File: src/design/tbp_ram.sv
module tbp_ram #(
    parameter int unsigned WIDTH = 8,
    parameter int unsigned DEPTH = 16
) (
    input  logic                     i_clk,
    input  logic                     i_we,
    input  logic [$clog2(DEPTH)-1:0] i_waddr,
    input  logic [WIDTH-1:0]         i_wdata,
    input  logic [$clog2(DEPTH)-1:0] i_raddr,
    output logic [WIDTH-1:0]         o_rdata
);

    logic [WIDTH-1:0] r_mem [DEPTH];
    logic [WIDTH-1:0] r_rdata;

    always_ff @(posedge i_clk) begin
        if (i_we) begin
            r_mem[i_waddr] <= i_wdata;
        end
        r_rdata <= r_mem[i_raddr];
    end

    assign o_rdata = r_rdata;

endmodule

File: config.mk
export PLATFORM = sky130hd
export DESIGN_NAME = tbp_ram
export DESIGN_NICKNAME = d
export VERILOG_FILES = /design/src/design/tbp_ram.sv
export SDC_FILE = /design/constraint.sdc
export NUM_CORES = 1
export LEC_CHECK = 0
export BUFFER_PORTS_ARGS = -buffer_cell sky130_fd_sc_hd__buf_2
export CORE_ASPECT_RATIO = 1.75
export CORE_MARGIN = 3
export CORE_UTILIZATION = 45
export CTS_CLUSTER_SIZE = 30
export DETAILED_ROUTE_END_ITERATION = 12
export GPL_TIMING_DRIVEN = 0
export PLACE_DENSITY = 0.63
export SLEW_MARGIN = 20
export SYNTH_ARGS = -nofsm -noshare
export SYNTH_HDL_FRONTEND = slang
export SYNTH_SLANG_ARGS = --single-unit
File: constraint.sdc
create_clock -name i_clk -period 2.1 [get_ports i_clk]
set_clock_uncertainty 0.05 [all_clocks]
set_input_delay 0.21 -clock i_clk [delete_from_list [all_inputs] [get_ports i_clk]]
set_output_delay 0.21 -clock i_clk [all_outputs]
set_load 0.01 [all_outputs]
After elaboration in Yosys (flattened, before gate mapping)
Memory sizes are Yosys's and may differ from the RTL's. A register that Yosys moved wholly into a read port is not among the register bits.
Cells that the tools add are included.
- register bits: 0
- memory bits (writable): 128
- bits of input ports: 18
- output and inout port bits: 8
- logic and storage cells: 3
- memories: 1
- memories (name ; depth ; bits a word ; rd ports ; clocked after Yosys merged registers in ; write ports ; RTL line ; text):
    r_mem ; 16 ; 8 ; 1 ; 1 ; 1 ; 13 ; logic [WIDTH-1:0] r_mem [DEPTH];
- mux-type cells: 2
- operator list (kind ; number):
    2-to-1 mux 1 bit ; 2

Depth between registers and ports, before layout
- depth after elaboration: 2
- depth in mapped cells: 5
- mapped depth without buffers: 3

Worst setup path after synthesis
No wires, ideal clock.
- path kind: input-to-reg
- from: input i_waddr[2]
- to: memory r_mem[0][0], enable pin
- setup time: 0.383 ns
- data arrival time: 1.320 ns
- data required time: 1.667 ns
- path slack: 0.347 ns
- stages: 2
- buffers on the path: 0
- path through: or3b_2 -> nor3_1
- RTL lines (element ; RTL line ; text):
    from (decl) ; 7 ; input logic [$clog2(DEPTH)-1:0] i_waddr,
    to (decl) ; 13 ;
Straight into the memory's write port.

Worst setup path after layout
- from: input i_waddr[2]
- to: memory r_mem[2][5], enable pin
Straight into the memory's write port.

==> impl_metrics.ini <==
[synthesis]
ys_top_cells_by_count = edfxtp_1 (128), mux4_2 (18), a22oi_1 (16)
synth_edf_count = 128
synth.top_cell.area_share = 0.7467
ys_seq_elements = 136
synth_area_leader_cell = edfxtp_1
netlist_instances = 229
syn_area_sq_mm = 0.005147
synth.area.top_cells = edfxtp_1 (75%), mux4_2 (7.9%), mux4_1 (7.1%)
synth_flop_cell = edfxtp_1
yosysUniqueCellTypes = 19
synth.most_common_cell = edfxtp_1
ys_warn_count = 0
synthesis.nets = 247
synth-async-reset-ratio = 0
syn_area_per_cell_sq_um = 22.48
ys_seq_area_frac = 0.7778

[clocking]
clockBufferDepth = 2
htreeDepth = 4
cts_hold_buf = 0
worstSkewPairLatency_ps = 410
clock_sinks = 136
cts_resized = 0
cts_root_buffer = clkbuf_16
cts-buffers-inserted = 17
cts_tree = done
cts.clk_slew.worst_paths_ps = 60
postCtsSetupRepairBufs = 0

[die]
dieWidth_microns = 86.85
die_y_microns = 147.5
pin_count = 26
core_sq_mm = 0.01117
dieArea_sq_mm = 0.01281
start_util = 0.4610
rows = 51

[global_routing]
antenna_found_initial = 0
grt_max_degree = 17
grt_pass1_wl_mm = 14.46
grt_pass1_vias = 2485
track_usage = 0.1658
grt_overflow = 0

[placement]
dp_slack_ps = 118.8
portBuffers = 24
hpwl_mm = 6.386
gp_congestion = 0.7856
placed_cells = 385

[power]
ir_worst_vdd_mv = 0.7179
p_leak_uw = 0.002020
pwr_density_cell_mw_per_mm2 = 1033
total_power_uw = 6238

[timing]
finalCritPeriodShare = 0.7244
period_minus_slack_ps = 1521
hold_viol = 0
worst_slew_pin_slew_ps = 829.7
relSlewSlack = 0.4448
rsz0062_at_grt = false
fin_ws_ps = 578.7
slew_violations = 0
fmax_ghz = 0.6573
setup_viol = 0

[worst_hold_path]
hold_end = r_mem[15][5]$_DFFE_PP_
hp-class = input pin to register
holdPathStages = 1
hold_start = i_wdata[5]

[routing]
ant_nets = 0
firstDrtPassIters = 4
vias = 2397
drt-initial-drc-count = 133
via_per_inst = 5.748
avgRoutedWirePerCell_microns = 23.25
wl_mm = 9.695
drc = 0

[layout]
fin_nets = 290
drive_gt1_frac = 0.3018
num_antenna_cells = 0
syn_to_final_growth_pct = 17.31
nFillCells = 828
fin_cells = 417

[run_status]
outcome = complete, no violations

[setup_path]
cp_max_fo = 8
endpoint_kind = register
rr_endpoint = o_rdata[3]$_DFF_P_
critPathArrivalTime_ps = 1510
crit_type = input pin to register
r2r_start = r_mem[1][3]$_DFFE_PP_
r2r_slack_ps = 600
worstPathRequired_ps = 2080
crit_path_start_kind = input pin
r2r_cells = 3

[run]
max_cap_viol_count = 0
[cells by family after synthesis]
group	synth area share
buffers and inverters	0.01677
AOI/OAI and AO/OA	0.02334
and+or+nand+nor	0.03184
muxes	0.1502
DFF	0.7778
[flip-flops by register name, summed over array words and instances (netlist names)]
register,count
o_rdata,8
r_mem,128
[where the power goes]
part	switching (uW)	internal, uW	total, uW
logic	173	121	295
registers	13.1	3040	3050
clock network	1050	1840	2890
total	1240	5000	6240
[layer usage]
metal	track usage	part of all wire	vias to the layer above
met2	0.2763	0.55	80
met1	0.1903	0.37	1239
li1	-	-	1058
met5	0	0	-
met4	0.09516	0.032	0
met3	0.04183	0.048	20
[worst max-delay path: stages]
cell and delay, ps:
buf_2 110, or3b_2 530, nor2_1 650
[area by class of cell]
cell class                 instances  area, sq um  share of cell area
buffer                            10        86.33             0.01430
clock buffer                      17        425.4             0.07045
clock inverter                    15        160.2             0.02652
multi-input combinational         83         1077              0.1784
sequential                       136         4004              0.6631
tap                              132        165.2             0.02735
timing repair buffer              24        120.1             0.01989
[how the worst max path moves through the flow]
stage / slack, ps / end / from
floorplan: 350 / r_mem[0][0]$_DFFE_PP_ / i_waddr[2]
global placement: -220 / r_mem[0][3]$_DFFE_PP_ / i_waddr[2]
detailed placement: 120 / r_mem[1][3]$_DFFE_PP_ / i_waddr[2]
CTS: 550 / r_mem[2][0]$_DFFE_PP_ / i_waddr[2]
global route: 490 / r_mem[1][6]$_DFFE_PP_ / i_waddr[2]
finish: 580 / r_mem[2][5]$_DFFE_PP_ / i_waddr[2]
[per-stage QoR]
| step | instance area [sq um] | util | setup TNS [ps] | hold WS, ps |
|---|---|---|---|---|
| final | 6038 | 0.5407 | 0 | 141.8 |
| after global routing | 6038 | 0.5407 | 0 | 137.9 |
| after CTS | 6038 | 0.5407 | 0 | 133.1 |
| after detailed placement | 5453 | 0.4883 | 0 | 554.2 |
| after global placement | 5433 | 0.4865 | -1786 | 553.5 |
| after floorplan | 5147 | - | 0 | 258.9 |
[layout by cell type (no fill, tap or decap)]
master and n:
edfxtp_1 128, dfxtp_1 8, clkbuf_16 17, nand3b_1 2, clkinv_4 1, and2b_1 1
clkdlybuf4s25_2 3, or3b_2 1, clkinv_1 3, nor2b_1 1, and2_1 1, nand2_1 9
clkinvlp_4 4, mux4_1 14, nand3_1 1, clkinv_2 4, nand2b_1 2, mux4_2 18
nor3_2 4, a22oi_1 16, nor2_1 13, buf_6 3, buf_2 27, bufinv_16 3
buf_4 1
Power figures use the tool's default switching activity.
