==> config.mk <==
export PLATFORM = sky130hd
export DESIGN_NAME = tbp_exec
export DESIGN_NICKNAME = d
export VERILOG_FILES = /design/src/design/tbp_pkg.sv /design/src/design/tbp_exec.sv
export SDC_FILE = /design/constraint.sdc
export NUM_CORES = 1
export LEC_CHECK = 0
export ABC_AREA = 1
export ABC_CLOCK_PERIOD_IN_PS = 3300
export BUFFER_PORTS_ARGS = -buffer_cell sky130_fd_sc_hd__buf_2
export CORE_AREA = 5 5 140 142
export DETAILED_ROUTE_END_ITERATION = 12
export DIE_AREA = 0 0 145 147
export PLACE_DENSITY = 0.69
export SETUP_SLACK_MARGIN = 0.2
export SLEW_MARGIN = 20
export SYNTH_ARGS = -nofsm -noshare
export SYNTH_HDL_FRONTEND = slang
export SYNTH_SLANG_ARGS = --single-unit
==> constraint.sdc <==
create_clock -name vclk -period 3.3
set_input_delay 0.33 -clock vclk [all_inputs]
set_output_delay 0.33 -clock vclk [all_outputs]
set_load 0.02 [all_outputs]
==> src/design/tbp_pkg.sv <==
package tbp_pkg;

    localparam int unsigned PC_W      = 32;
    localparam int unsigned OPC_W     = 7;
    localparam int unsigned COND_W    = 3;
    localparam int unsigned OFF_W     = 13;
    localparam int unsigned TAG_SHIFT = 10;
    localparam int unsigned TAG_W     = PC_W - TAG_SHIFT;
    localparam int unsigned CTR_W     = 2;

    localparam logic [OPC_W-1:0] BRANCH_OPCODE = 7'b1100011;
    localparam logic [PC_W-1:0]  PC_STEP       = 32'd4;

    localparam logic [CTR_W-1:0] CTR_MAX = 2'd3;
    localparam logic [CTR_W-1:0] CTR_MIN = 2'd0;

    typedef enum logic [COND_W-1:0] {
        COND_EQ  = 3'd0,
        COND_NE  = 3'd1,
        COND_LT  = 3'd2,
        COND_GE  = 3'd3,
        COND_LTU = 3'd4,
        COND_GEU = 3'd5
    } t_cond;

    typedef enum logic {
        ACT_FETCH   = 1'b0,
        ACT_RESOLVE = 1'b1
    } t_action;

    // one table entry as held in the memory
    typedef struct packed {
        logic             valid;
        logic [CTR_W-1:0] ctr;
        logic [TAG_W-1:0] tag;
        logic [PC_W-1:0]  target;
    } t_entry;

    localparam int unsigned ENTRY_W = $bits(t_entry);

    typedef struct packed {
        logic                    action;
        logic [PC_W-1:0]         pc;
        logic [OPC_W-1:0]        opcode_bits;
        logic [COND_W-1:0]       condition;
        logic [PC_W-1:0]         operand_a;
        logic [PC_W-1:0]         operand_b;
        logic signed [OFF_W-1:0] offset;
        logic                    carried_taken;
        logic [PC_W-1:0]         carried_target;
    } t_req;

    typedef struct packed {
        logic            predict_taken;
        logic [PC_W-1:0] predict_target;
        logic [PC_W-1:0] next_fetch_pc;
        logic            branch_taken;
        logic            mispredict;
        logic [PC_W-1:0] redir_pc;
    } t_rsp;

endpackage

==> src/design/tbp_exec.sv <==
module tbp_exec (
    input  tbp_pkg::t_req   i_req,
    input  tbp_pkg::t_entry i_entry,
    output tbp_pkg::t_rsp   o_rsp,
    output tbp_pkg::t_entry o_entry
);

    logic                     hit;
    logic                     pred_taken;
    logic [tbp_pkg::PC_W-1:0] seq_pc;
    logic [tbp_pkg::PC_W-1:0] br_target;
    logic                     cond_true;
    logic                     miss;
    logic [tbp_pkg::CTR_W-1:0] new_ctr;

    assign seq_pc    = i_req.pc + tbp_pkg::PC_STEP;
    assign br_target = i_req.pc + tbp_pkg::PC_W'(i_req.offset);

    assign hit = i_entry.valid
              && (i_entry.tag == i_req.pc[tbp_pkg::PC_W-1:tbp_pkg::TAG_SHIFT])
              && (i_req.opcode_bits == tbp_pkg::BRANCH_OPCODE);
    // counter at weakly taken or above
    assign pred_taken = hit && i_entry.ctr[tbp_pkg::CTR_W-1];

    always_comb begin
        unique case (i_req.condition)
            tbp_pkg::COND_EQ:  cond_true = (i_req.operand_a == i_req.operand_b);
            tbp_pkg::COND_NE:  cond_true = (i_req.operand_a != i_req.operand_b);
            tbp_pkg::COND_LT:  cond_true = ($signed(i_req.operand_a) <
                                            $signed(i_req.operand_b));
            tbp_pkg::COND_GE:  cond_true = ($signed(i_req.operand_a) >=
                                            $signed(i_req.operand_b));
            tbp_pkg::COND_LTU: cond_true = (i_req.operand_a < i_req.operand_b);
            tbp_pkg::COND_GEU: cond_true = (i_req.operand_a >= i_req.operand_b);
            default:           cond_true = 1'b0;
        endcase
    end

    assign miss = i_req.carried_taken ? (!cond_true || (i_req.carried_target != br_target))
                                      : cond_true;

    always_comb begin
        new_ctr = i_entry.ctr;
        if (cond_true) begin
            if (i_entry.ctr != tbp_pkg::CTR_MAX) begin
                new_ctr = i_entry.ctr + 1'b1;
            end
        end else begin
            if (i_entry.ctr != tbp_pkg::CTR_MIN) begin
                new_ctr = i_entry.ctr - 1'b1;
            end
        end
    end

    always_comb begin
        o_rsp = '0;
        if (i_req.action == tbp_pkg::ACT_FETCH) begin
            o_rsp.predict_taken  = pred_taken;
            o_rsp.predict_target = hit ? i_entry.target : '0;
            o_rsp.next_fetch_pc  = pred_taken ? i_entry.target : seq_pc;
        end else begin
            o_rsp.branch_taken = cond_true;
            o_rsp.mispredict   = miss;
            o_rsp.redir_pc     = miss ? (cond_true ? br_target : seq_pc) : '0;
        end
    end

    assign o_entry.valid  = 1'b1;
    assign o_entry.ctr    = new_ctr;
    assign o_entry.tag    = i_req.pc[tbp_pkg::PC_W-1:tbp_pkg::TAG_SHIFT];
    assign o_entry.target = br_target;

endmodule

# After elaboration in Yosys (flattened, before gate mapping)
# Index checks and enable logic that the tools add are counted.
word_totals:
  ff_bits: 0
  input_bits: 210
op_classes:
  add_sub_neg: 4
  n_lt_le_gt_ge: 4
  n_eq_ne: 11
  n_mux: 11
  reduce_logical: 7
ops:
  columns: ["cell", "n"]
  rows:
  - ["$mux W32", 4]
  - ["$mux W65", 1]
  - ["$ge A32 B32 Y1", 2]
  - ["$lt A32 B32 Y1", 2]
  - ["$ne A32 B32 Y1", 2]
  - ["$mux W34", 1]
  - ["$add A32 B3 Y32 const B", 1]
  - ["$add A32 B32 Y32", 1]
  - ["$eq A32 B32 Y1", 1]
  - ["$eq A22 B22 Y1", 1]
  - ["$eq A7 B7 Y1 const B", 1]
  - ["$eq A3 B2 Y1 const B", 2]
  - ["$eq A3 B3 Y1 const B", 2]
  - ["$mux W2", 3]
  - ["$pmux W1 S6", 1]
  - ["$eq A3 B1 Y1 const B", 1]
  - ["$logic_and A1 B1 Y1", 3]
  - ["$logic_not A3 Y1", 1]
  - ["$add A2 B1 Y2 const B", 1]
  - ["$ne A2 B2 Y1 const B", 1]
  - ["$reduce_bool A2 Y1", 1]
  - ["$sub A2 B1 Y2 const B", 1]
  - ["$logic_not A1 Y1", 1]
  - ["$logic_or A1 B1 Y1", 1]
  - ["$mux W1", 1]

# Logic depth before layout (Yosys ltp)
depth:
  ltp_word: 7
  depth_mapped: 21
  ltp_nobuf: 20

# Least setup slack after synthesis
# No wires, ideal clock.
synth_timing:
  path_type: "input to output"
  startpoint: "in i_req[33] (netlist bit)"
  endpoint: "out o_rsp[32] (netlist bit)"
  arrival_ns: 2.561
  required_time_ns: 2.970
  slack_ns: 0.409
  path_stages: 19
  path_buffers: 1
  cell_sequence: "ha_1 -> fa_1 -> nand2_2 -> nand2_2 -> nand4_1 -> nand3_1 -> nand2_1 -> nand2_1 -> nand2_1 -> nand2_1 -> nor2_1 -> nand2_1 -> nor2_1 -> nand2_1 -> nor2_1 -> nand3_2 -> nand2_4 -> buf_12 -> inv_1"
synth_rtl:
  columns: ["item", "line", "text"]
  rows:
  - ["from (decl)", "tbp_exec.sv:2", "input tbp_pkg::t_req i_req,"]
  - ["to (decl)", "tbp_exec.sv:4", "output tbp_pkg::t_rsp o_rsp,"]

==> metrics <==
outcome=finished with violations; failing checks=negative setup slack; chip height=147 um; Area contributors post-synth=nand2_1 (23%), inv_1 (16%), ha_1 (12%); crit start category=primary input; Data arrival, critical path=3.03 ns; worst path bufs/invs=6; worst stage delay on the critical path=0.25 ns; share of layout cells above drive strength 1=0.340; CP top delay family=simple AND/OR/NAND/NOR gates; hold crit path type=primary input to primary output; Final Hold Viols=0; fillers=1947; core area=18300 sq um; DRT Wirelength=34.7 mm; DP HPWL=30.0 mm; peak supply drop=0.0991 mV; final worst setup slack=-0.0604 ns; dpl cells=1997; first-pass GRT wire length=52.2 mm; Flop pwr share=0; Final Instance Area=10100 sq um; Core Util, Final=0.551; final setup fails=32; initial antenna violation count=1; Max FO, Critical Path=8; Avg Inst Size Synth=5.00 sq um; Multi-input gate area=5790 sq um; Area after DPL=9300 sq um; Slew Viols, Final=0; grt total ovfl=0; Setup crit end kind=primary output; Period minus WS final=3.36 ns; Setup crit start=i_req[44]; Total GRT Usage=0.299; die area=21300 sq um; Pwr Density=202 nW/um^2; P_int=0.000794 W; vias in the first global route=9640; warning count from the yosys run=0; WS Path Type=primary input to primary output; Post-Synthesis Cell Area=6730 sq um; Yosys top cell area share=0.229; syn nets=1620; Clk pwr share=0; Net Switching=0.00124 W; period utilisation layout=1.02; sequential cell count=0; Seq/Total Area, Yosys=0; Starting Density=0.367; CLK BUF=0; hold_buf cts=0; worst endpoint required time=2.97 ns; Die Span X=145 um; switching part of the total=0.610; largest net degree at the start of global routing=35; register area=0 sq um; Logic pwr share=1.000; FP Rows=50; hold wc startpoint=i_req[151]; Least-Margin Pin Slew=0.543 ns; unrepaired setup endpoints after global routing=yes; Design Power=0.00204 W; fin nets=2051; final non-filler cell total=2009; worst slack, placed=-0.161 ns; Iter 0 DRT Violations=747; most used cell, CP=nand2_1; post-DR wirelength/cell=17.3 um; Port Buf Inserts=365; fmax=298 MHz; crit-path cells=buf_2 > ha_4 > buf_4 > nand2_1 > inv_1 > nand2_1 > nand2_1 > a21oi_2 > nand2_2 > nand2_2 > nand2_1 > nand2_1 > nand2_1 > nor2_1 > nand2_1 > nor2_1 > nand2_1 > nor2_2 > nand3_2 > nand2_4 > buf_12 > buf_12 > nor2_4 > buf_6; I/O pins=366; count of cell types in the netlist=36; Max Cap Viol=0; slew margin rel.=0.637; # DRC=0; Leak=6.23 nW; Syn-to-layout area delta=50.1%; RD Place Congestion=0.964; Crit-path slowest cell=ha_4; Antenna Nets Post-Route=0; drt pass-1 iters=7; Synth area leader=nand2_1; Syn Inst Count=1345; DR vias=10200; vias per inst=5.09
## layer usage
layer  vias up  wire length, um  GRT usage
met4         0              992     0.0687
met1      4643            14300      0.393
met3        67             2700     0.0321
met2       461            16700      0.526
li1       5057                -          -
met5         -                0          0
## path summary, 6_finish.rpt
path                 endpoint  slack [ns]  cells after the start
setup / recovery    o_rsp[20]       -0.06                     24
hold / removal    o_entry[53]        0.97                      2
## cells in the mapped netlist, types with 2 or more instances
cell      number
a21o_1         3
a21oi_1       27
a21oi_2        4
and2_1         3
buf_12         3
buf_2          2
buf_4         26
clkbuf_1      10
ha_1          64
inv_1        278
inv_2          2
nand2_1      410
nand2_2       19
nand2_4        3
nand3_1      121
nand3_2        5
nand3b_1      17
nand4_1       25
nor2_1       127
nor2_2        32
nor3_1        17
nor4_1        13
o21a_1         2
o21ai_0       48
o21bai_1       2
o22ai_1       27
or2_2          8
xnor2_1       18
xor2_1        22
## metrics by stage
step | setup TNS, ns | hold WS [ns]
final | -1.30 | 0.975
after global placement | -3.57 | 0.976
after CTS | -0.0462 | 0.972
after global routing | -5.82 | 0.978
after floorplan | 0 | 0.773
after detailed placement | -4.95 | 0.971
## repair_timing
| item | CTS | global route |
|---|---|---|
| cloned | 2 | 0 |
| pin swaps | 10 | 8 |
| setup buffers | 9 | 0 |
| setup endpoints to repair | 33 | 36 |
| gates resized for setup | 120 | 46 |
## area by class of cell
class,count,area share
Tap cell,234,0.0290
Timing Repair Buffer,471,0.292
Inverter,281,0.105
Multi-Input combinational cell,1022,0.574
Antenna cell,1,0.000248
## logic make-up (layout without fill, tap and decap cells)
logic type      count (synthesis)  count (layout)  share of synthesized area
simple gates                  801             801                      0.528
buf+inv                       323             752                      0.202
compound gates                115             115                     0.0957
fa+ha+maj                      65              65                      0.122
xor+xnor                       40              40                     0.0520
other cells                     1               2                   0.000557
## power by group through the flow
stage | Sequential (W) | Combinational, W | Clock [W]
finish | 0 | 0.00204 | 0.0000000000407
floorplan | 0 | 0.00108 | 0
global route | 0 | 0.00221 | 0.0000000000406
detailed placement | 0 | 0.00179 | 0
global placement | 0 | 0.00177 | 0
CTS | 0 | 0.00195 | 0
## cell usage in the layout (no fill, tap or decap), types with 23 or more instances in the layout
| cell type | Yosys | layout |
|---|---|---|
| nor2_1 | 127 | 112 |
| o22ai_1 | 27 | 27 |
| nor2_2 | 32 | 23 |
| buf_4 | 26 | 96 |
| o21ai_0 | 48 | 47 |
| nand2_2 | 19 | 27 |
| nand3_1 | 121 | 116 |
| nor2_4 | 0 | 24 |
| buf_6 | 0 | 36 |
| nand2_1 | 410 | 399 |
| ha_1 | 64 | 48 |
| inv_1 | 278 | 275 |
| buf_2 | 2 | 331 |
| nand4_1 | 25 | 25 |
(Power assumes the default switching activity.)
